[src/rtl/scrs_pkg.sv]
// ----------------------------------------------------------------------------
// scrs_pkg
// Shared types and constants for the segment cache read splitter.
// ----------------------------------------------------------------------------
`default_nettype none
package scrs_pkg;

  localparam int unsigned CacheSlots   = 8;
  localparam int unsigned SlotBits     = 3;
  localparam int unsigned UseCountBits = 16;
  localparam int unsigned MaxChunks    = 64;
  localparam int unsigned ChunkCntBits = 7;
  localparam int unsigned SegMax       = 1048576;

  // Register indexes
  localparam logic [2:0] RegFileSize     = 3'd0;
  localparam logic [2:0] RegSegmentSize  = 3'd1;
  localparam logic [2:0] RegCacheEntries = 3'd2;
  localparam logic [2:0] RegWriteOnly    = 3'd3;
  localparam logic [2:0] RegHeaderLoaded = 3'd4;

  // Status codes
  localparam logic [2:0] StOk       = 3'd0;
  localparam logic [2:0] StEof      = 3'd1;
  localparam logic [2:0] StWrOnly   = 3'd2;
  localparam logic [2:0] StNoHeader = 3'd3;
  localparam logic [2:0] StRange    = 3'd4;
  localparam logic [2:0] StOrigin   = 3'd5;

  // Seek origins
  localparam logic [1:0] OrgStart   = 2'd0;
  localparam logic [1:0] OrgCurrent = 2'd1;
  localparam logic [1:0] OrgEnd     = 2'd2;
  localparam logic [1:0] OrgBad     = 2'd3;

  typedef enum logic [3:0] {
    S_IDLE,
    S_DIV,
    S_SCAN_RD,
    S_SCAN,
    S_EVAL,
    S_EMIT,
    S_OUT
  } state_e;

  typedef struct packed {
    logic [2:0]  status;
    logic [31:0] segment_number;
    logic [2:0]  cache_slot;
    logic        miss;
    logic [19:0] offset_in_segment;
    logic [20:0] chunk_bytes;
    logic [31:0] position;
    logic        last;
  } result_t;

endpackage
`default_nettype wire

[src/rtl/segment_cache_read_splitter_top.sv]
// ----------------------------------------------------------------------------
// segment_cache_read_splitter_top
// File position keeper, read splitter and LFU segment cache tag store.
// ----------------------------------------------------------------------------
// Usage:
//   s_axis: one request per transfer (read or seek). m_axis: result items;
//   a read gives one chunk per segment touched (at most 64), the final one
//   with tlast. Seeks and refused reads give one result with tlast.
//   cfg: register writes (index, data), taken only while idle.
// Sequencing:
//   A seek or refused read result is registered and can transfer in the
//   cycle after its request transfer. A read chunk needs restoring division
//   for segment/offset, a read and a compare step per slot walked in the
//   tag memory (tag and use count share one word; 1..8 slots walked), then
//   a read and a write-back of the chosen slot. Each later chunk starts only
//   after the previous result transfers. The divider sets the rate. A new
//   request is taken in the cycle after a single result transfer; after a
//   read's last chunk the block first passes from its output state to idle.
// Reset:
//   Registers go to their defaults, position to 0, and a clearing pass over
//   all 8 slots zeroes the use counts and tags. No request is taken during
//   the pass.
// Stall:
//   The result register holds until m_axis_tready; work waits meanwhile.
// ----------------------------------------------------------------------------
`default_nettype none
module segment_cache_read_splitter_top (
  input  wire logic        clk_i,
  input  wire logic        rst_ni,
  input  wire logic        s_axis_tvalid,
  output logic             s_axis_tready,
  // tdata: operation[0], byte_count[31:1], seek_offset[63:32], seek_origin[65:64]
  input  wire logic [71:0] s_axis_tdata,
  input  wire logic        cfg_valid_i,
  output logic             cfg_ready_o,
  input  wire logic [2:0]  cfg_index_i,
  input  wire logic [31:0] cfg_data_i,
  output logic             m_axis_tvalid,
  input  wire logic        m_axis_tready,
  // tdata: status[2:0], segment_number[34:3], cache_slot[37:35], miss[38],
  //        offset_in_segment[58:39], chunk_bytes[79:59], position[111:80]
  output logic [111:0]     m_axis_tdata,
  output logic             m_axis_tlast
);
  import scrs_pkg::*;

  localparam int unsigned MemW = 32 + UseCountBits;

  // configuration
  logic [31:0] file_size_q;
  logic [20:0] seg_size_q;
  logic [3:0]  entries_q;
  logic        wr_only_q, hdr_q;

  state_e state_q, state_d;

  // memory: {use_count, tag}
  logic [MemW-1:0] mem [CacheSlots];
  logic [MemW-1:0] rd_data_q;
  logic [SlotBits-1:0] rd_addr;
  logic            rd_en;
  logic            wr_en;
  logic [SlotBits-1:0] wr_addr;
  logic [MemW-1:0] wr_data;

  always_ff @(posedge clk_i) begin
    if (wr_en) mem[wr_addr] <= wr_data;
    if (rd_en) rd_data_q <= mem[rd_addr];
  end

  // clearing pass
  logic [SlotBits:0] clr_q;
  logic              clearing;
  assign clearing = !clr_q[SlotBits];

  // work regs
  logic [31:0] pos_q, nbytes_q;
  logic [ChunkCntBits-1:0] k_q;
  logic [20:0] ssz_q;
  logic [31:0] quo_q;
  logic [20:0] rem_q;
  logic [5:0]  dcnt_q;
  logic [SlotBits-1:0] idx_q, lu_q, sel_q;
  logic [UseCountBits-1:0] lu_cnt_q;
  logic        found_q;
  logic [3:0]  n_q;
  result_t     res_q;
  logic        out_v_q;

  logic in_acc;
  assign s_axis_tready = (state_q == S_IDLE) && !clearing && !out_v_q;
  assign in_acc = s_axis_tvalid && s_axis_tready;
  assign cfg_ready_o = (state_q == S_IDLE) && !out_v_q;

  logic         op;
  logic [30:0]  in_bytes;
  logic [31:0]  in_off;
  logic [1:0]   in_org;
  assign op       = s_axis_tdata[0];
  assign in_bytes = s_axis_tdata[31:1];
  assign in_off   = s_axis_tdata[63:32];
  assign in_org   = s_axis_tdata[65:64];

  // divider step
  logic [21:0] trial;
  assign trial = {rem_q, quo_q[31]} - {1'b0, ssz_q};

  // scan
  logic [31:0] cur_tag;
  logic [UseCountBits-1:0] cur_cnt;
  assign cur_tag = rd_data_q[31:0];
  assign cur_cnt = rd_data_q[MemW-1:32];

  // seek target
  logic signed [33:0] tgt;
  assign tgt = (in_org == OrgStart) ? 34'(signed'(in_off))
             : ($signed({2'b00, file_size_q}) + 34'(signed'(in_off)));

  logic [32:0] rd_end;
  assign rd_end = {1'b0, pos_q} + {2'b0, in_bytes};

  // chunk size
  logic [20:0] room, cbytes;
  assign room   = ssz_q - rem_q;
  assign cbytes = ({11'b0, room} < nbytes_q) ? room : nbytes_q[20:0];
  logic [31:0] nb_rest;
  assign nb_rest = nbytes_q - {11'b0, cbytes};

  always_comb begin
    state_d = state_q;
    case (state_q)
      S_IDLE:    if (in_acc && !op && !wr_only_q && hdr_q && !(rd_end > {1'b0, file_size_q}
                   && pos_q >= file_size_q)) state_d = S_DIV;
      S_DIV:     if (dcnt_q == 6'd32) state_d = S_SCAN_RD;
      S_SCAN_RD: state_d = S_SCAN;
      S_SCAN:    begin
        if (cur_cnt == '0 || cur_tag == quo_q || {1'b0, idx_q} + 4'd1 >= n_q)
          state_d = S_EVAL;
        else state_d = S_SCAN_RD;
      end
      S_EVAL:    state_d = S_EMIT;
      S_EMIT:    state_d = S_OUT;
      S_OUT:     if (!out_v_q) state_d = (res_q.last) ? S_IDLE : S_DIV;
      default:   state_d = S_IDLE;
    endcase
  end

  always_comb begin
    rd_en = 1'b0; rd_addr = idx_q;
    wr_en = 1'b0; wr_addr = sel_q; wr_data = '0;
    if (clearing) begin
      wr_en = 1'b1; wr_addr = clr_q[SlotBits-1:0];
    end
    case (state_q)
      S_SCAN_RD: rd_en = 1'b1;
      S_EVAL:    begin rd_en = 1'b1; rd_addr = sel_q; end
      S_EMIT:    begin
        wr_en = 1'b1;
        if (found_q && rd_data_q[MemW-1:32] != '0)
          wr_data = {(&rd_data_q[MemW-1:32]) ? rd_data_q[MemW-1:32]
                     : rd_data_q[MemW-1:32] + 1'b1, rd_data_q[31:0]};
        else wr_data = {UseCountBits'(1), quo_q};
      end
      default: ;
    endcase
  end

  always_ff @(posedge clk_i or negedge rst_ni) begin
    if (!rst_ni) begin
      state_q <= S_IDLE; clr_q <= '0; out_v_q <= 1'b0;
      file_size_q <= '0; seg_size_q <= 21'd4096; entries_q <= 4'd8;
      wr_only_q <= 1'b0; hdr_q <= 1'b0; pos_q <= '0;
    end else begin
      state_q <= state_d;
      if (clearing) clr_q <= clr_q + 1'b1;
      if (out_v_q && m_axis_tready) out_v_q <= 1'b0;
      if (cfg_valid_i && cfg_ready_o) begin
        case (cfg_index_i)
          RegFileSize:     file_size_q <= cfg_data_i;
          RegSegmentSize:  seg_size_q  <= cfg_data_i[20:0];
          RegCacheEntries: entries_q   <= cfg_data_i[3:0];
          RegWriteOnly:    wr_only_q   <= cfg_data_i[0];
          RegHeaderLoaded: hdr_q       <= cfg_data_i[0];
          default: ;
        endcase
      end
      case (state_q)
        S_IDLE: if (in_acc) begin
          res_q <= '0; res_q.last <= 1'b1; res_q.position <= pos_q;
          k_q <= '0;
          ssz_q <= (seg_size_q == '0) ? 21'd1
                 : (seg_size_q > 21'(SegMax)) ? 21'(SegMax) : seg_size_q;
          n_q <= (entries_q == '0) ? 4'd1
               : (entries_q > 4'(CacheSlots)) ? 4'(CacheSlots) : entries_q;
          quo_q <= pos_q; rem_q <= '0; dcnt_q <= '0;
          if (op) begin
            out_v_q <= 1'b1;
            if (wr_only_q) res_q.status <= StWrOnly;
            else if (in_org == OrgBad) res_q.status <= StOrigin;
            else if (in_org != OrgCurrent) begin
              if (tgt < 0 || tgt > $signed({2'b00, file_size_q}))
                res_q.status <= StRange;
              else begin
                pos_q <= tgt[31:0]; res_q.position <= tgt[31:0];
              end
            end
          end else if (wr_only_q) begin
            res_q.status <= StWrOnly; out_v_q <= 1'b1;
          end else if (!hdr_q) begin
            res_q.status <= StNoHeader; out_v_q <= 1'b1;
          end else if (rd_end > {1'b0, file_size_q}) begin
            if (pos_q >= file_size_q) begin
              res_q.status <= StEof; out_v_q <= 1'b1;
            end else nbytes_q <= file_size_q - pos_q;
          end else nbytes_q <= {1'b0, in_bytes};
        end
        S_DIV: begin
          if (dcnt_q != 6'd32) begin
            dcnt_q <= dcnt_q + 1'b1;
            if (!trial[21]) begin
              rem_q <= trial[20:0]; quo_q <= {quo_q[30:0], 1'b1};
            end else begin
              rem_q <= {rem_q[19:0], quo_q[31]}; quo_q <= {quo_q[30:0], 1'b0};
            end
          end else begin
            idx_q <= '0; lu_q <= '0; lu_cnt_q <= '1; found_q <= 1'b0;
          end
        end
        S_SCAN: begin
          if (cur_cnt < lu_cnt_q || idx_q == '0) begin
            lu_q <= idx_q; lu_cnt_q <= cur_cnt;
          end
          if (cur_cnt == '0 || cur_tag == quo_q) begin
            sel_q <= idx_q; found_q <= 1'b1;
          end else if ({1'b0, idx_q} + 4'd1 >= n_q) begin
            sel_q <= (cur_cnt < lu_cnt_q) ? idx_q : lu_q; found_q <= 1'b0;
          end else idx_q <= idx_q + 1'b1;
        end
        S_EMIT: begin
          res_q.status <= StOk;
          res_q.segment_number <= quo_q;
          res_q.cache_slot <= sel_q;
          res_q.miss <= !(found_q && rd_data_q[MemW-1:32] != '0);
          res_q.offset_in_segment <= rem_q[19:0];
          res_q.chunk_bytes <= cbytes;
          res_q.position <= pos_q + {11'b0, cbytes};
          res_q.last <= (nb_rest == '0)
                        || (k_q + ChunkCntBits'(1) >= ChunkCntBits'(MaxChunks));
          pos_q <= pos_q + {11'b0, cbytes};
          nbytes_q <= nb_rest;
          k_q <= k_q + 1'b1;
          out_v_q <= 1'b1;
        end
        S_OUT: if (!out_v_q) begin
          quo_q <= pos_q; rem_q <= '0; dcnt_q <= '0;
        end
        default: ;
      endcase
    end
  end

  assign m_axis_tvalid = out_v_q;
  assign m_axis_tlast  = res_q.last;
  assign m_axis_tdata  = {res_q.position, res_q.chunk_bytes, res_q.offset_in_segment,
                          res_q.miss, res_q.cache_slot, res_q.segment_number,
                          res_q.status};
endmodule
`default_nettype wire

[config.mk]
export PLATFORM = sky130hd
export DESIGN_NAME = segment_cache_read_splitter_top
export DESIGN_NICKNAME = d
export VERILOG_FILES = /design/src/rtl/scrs_pkg.sv /design/src/rtl/segment_cache_read_splitter_top.sv
export SDC_FILE = /design/constraint.sdc
export NUM_CORES = 2
export LEC_CHECK = 0
export BUFFER_PORTS_ARGS = -buffer_cell sky130_fd_sc_hd__buf_2
export CORE_AREA = 2 2 320 322
export DETAILED_ROUTE_END_ITERATION = 10
export DIE_AREA = 0 0 322 324
export PLACE_DENSITY = 0.64
export SLEW_MARGIN = 30
export SYNTH_ARGS = -nofsm -noshare
export SYNTH_HDL_FRONTEND = slang
export SYNTH_SLANG_ARGS = --single-unit
[constraint.sdc]
create_clock -name clk_i -period 10.6 [get_ports clk_i]
set_clock_uncertainty 0.1 [all_clocks]
set_input_delay 1.06 -clock clk_i [delete_from_list [all_inputs] [get_ports clk_i]]
set_output_delay 1.06 -clock clk_i [all_outputs]
set_load 0.01 [all_outputs]
==> metrics.txt <==
fin nets approximately 4,600; delay-heaviest family, CP compound AO/OA/AOI/OAI gates; row count 117; final wirelength around 130 mm; setup violation total in the final timing report 0; Leak Pwr around 0.019 uW; fill count ~9,000; top cells by area, synth edfxtp_1 46%, ha_1 7.1%, dfrtp_1 5.4%; TNS Setup 0 ps; worst slew pin tran a little over 1000 ps; peak supply drop around 230 uV; CP max stage delay 650 ps; fraction of registers with async set/reset ~12%; Most common cell on crit path a21oi_1; htree depth 3; slowest CP cell a221oi_1; crit path buf inv count 4; top post-synthesis cells by count 694 x edfxtp_1, 360 x nor2_1, 315 x nand2_1, 292 x a21oi_1, 256 x ha_1; syn_nets 4,336; Worst Path Class, Setup reg2reg; Area Growth Syn to Fin 12.8%; Mean Syn Cell Area around 11 um2; hold slack between 400 and 500 ps; largest net degree at the start of global routing 140; gpl congestion roughly 0.97; post-CTS sizing 0; Cells after Synth slightly below 4,000; endpoints failing hold 0; Post-Syn Area 45,100 um2; RSZ-0062 raised after global routing false; Startpoint Class flop; Reg area around 23,000 um2; relative max-transition margin 31.0%; Max Transition Viols Final 0; first-pass GRT wire length about 200 mm; gr usage total 25.4%; grt ovf 0; CP Data Arrival Time between 10,000 and 15,000 ps; Vias 32,600; root buf cell clkbuf_16; Post-synth EDFFs between 600 and 700; worst path required time 11,010 ps; Pre-Repair DR Iteration Count 6; Seq/Total Area, Yosys roughly half; Vias/cell ~5.9; Sinks on Clock Net around 790; P per Cell Area between 200 and 300 nW/um2; port bufs approximately 220; fin crit share between 90 and 100%; number of clock buffers inserted by TritonCTS 86; Die Y between 300 and 400 um; core box area around 100,000 um2; Main synth FF type edfxtp_1; area of the multi-input gates just over 20,000 um2; register bit count reported by yosys slightly below 800; vias in the first global route 31,200; Max-cap violations 0; Max clock buf depth 3; post-synth cell types between 100 and 150; Worst-path clk slew ~60 ps; HPWL Detailed 95.6 mm; share of cells above drive strength 1 16.5%; hold_buf cts 0; minimum clock period slightly below 10,000 ps; Avg WL per Cell around 24 um; die width approximately 320 um; Starting Density ~45%; crit path max fanout 11; number of post-CTS setup repair buffers 0; DRT antenna net count 0; CTS tree done; Util after Layout approximately half; crit end category flop; Die ar. about 100,000 um2; outcome completed; Initial DRC Count 3,107; Synth area leader edfxtp_1; Peak Freq about 100 MHz; Clk Latency, worst-skew pair between 700 and 800 ps; drc violations 0; initial antenna violation count 7; Yosys top cell area share between 40% and 50%; synth warn 0; # IOs roughly 230; Hold Path Class in2async; most numerous cell in the Yosys netlist edfxtp_1
## sequential cells by signal, indices dropped and copies added (netlist names), 6 cells and up
name	flops
dcnt_q	6
pos_q	32
nbytes_q	32
lu_cnt_q	16
rem_q	21
quo_q	32
ssz_q	21
m_axis_tdata	112
rd_data_q	48
k_q	7
mem	384
file_size_q	32
seg_size_q	21
## path summary, 6_finish.rpt
path	startpoint	end	slack [ps]	cells after the start
max	rem_q[6]	m_axis_tlast	950	37
min	rst_ni	pos_q[14]	410	2
max reg2reg	rem_q[6]	m_axis_tlast	950	37
min reg2reg	entries_q[0]	entries_q[0]	430	1
max in group asynchronous	rst_ni	file_size_q[6]	8600	3
min in group clk_i	entries_q[0]	entries_q[0]	430	1
## per-stage QoR
stage	setup slack (ps)	total power, uW	instances	instance area, um2
floorplan	1210	9400	3963	45100
global placement	975	11500	5400	47900
detailed placement	843	11600	5401	48000
CTS	787	14700	5561	50900
global route	228	15600	5564	50900
finish	949	14700	5566	50900
## worst register-to-register path, delay by kind of cell, from the launching register on
family / cells / cell delay (ps)
DFF: 1 / 390
xor gates and xnor gates: 1 / 130
buffers and inverters: 4 / 580
and+or+nand+nor: 7 / 2000
AOI/OAI and AO/OA: 22 / 5380
adders and majority gates: 3 / 870
## layout by cell type (no fill, tap or decap), drive strengths merged, types with 24 or more instances in the layout
cell / count
edfxtp: 694
nor2: 361
nand2: 315
a21oi: 293
buf: 274
ha: 256
inv: 250
o21ai: 209
mux2: 123
xnor2: 121
clkbuf: 111
dfrtp: 97
mux4: 96
nand3: 90
xor2: 85
a21o: 81
and2: 71
nor3: 55
nor2b: 49
nand2b: 40
nand4: 36
mux2i: 34
clkinv: 33
nor4: 32
and3: 30
a211oi: 29
o21a: 26
a31oi: 25
a21boi: 25
a221oi: 24
## where the power goes
| group | switching, uW | total [uW] | internal (uW) |
|---|---|---|---|
| Combinational | 4260 | 7010 | 2750 |
| Clock | 1330 | 3090 | 1760 |
| Sequential | 573 | 4650 | 4080 |
| Total | 6160 | 14700 | 8590 |
## kinds of logic after synthesis
| family | share of synthesized area, % |
|---|---|
| buffers and inverters | 3.26 |
| AO/OA/AOI/OAI | 12.6 |
| flip-flops | 51.7 |
| AND/OR/NAND/NOR | 12.1 |
| multiplexers | 8.64 |
| XOR/XNOR | 4.10 |
| adder cells (fa/ha/maj) | 7.70 |
## routing by layer
layer | GRT usage (%) | wire (um) | vias up
met5 | 0 | 0 | -
met1 | 33.2 | 54700 | 15900
met3 | 4.60 | 10200 | 232
met2 | 41.5 | 62800 | 1255
li1 | - | - | 15200
met4 | 11.0 | 5790 | 0
## layout make-up
class                           count  share of cell area (%)
Timing Repair Buffer              274                    3.05
Clock buffer                      111                    4.47
Antenna cell                        2                 0.00983
Tap cell                         1309                    3.22
Multi-Input combinational cell   2783                    40.5
Sequential cell                   793                    45.8
Clock inverter                     49                    1.20
Inverter                          245                    1.81
No activity file was read; power rests on OpenSTA's default activity.
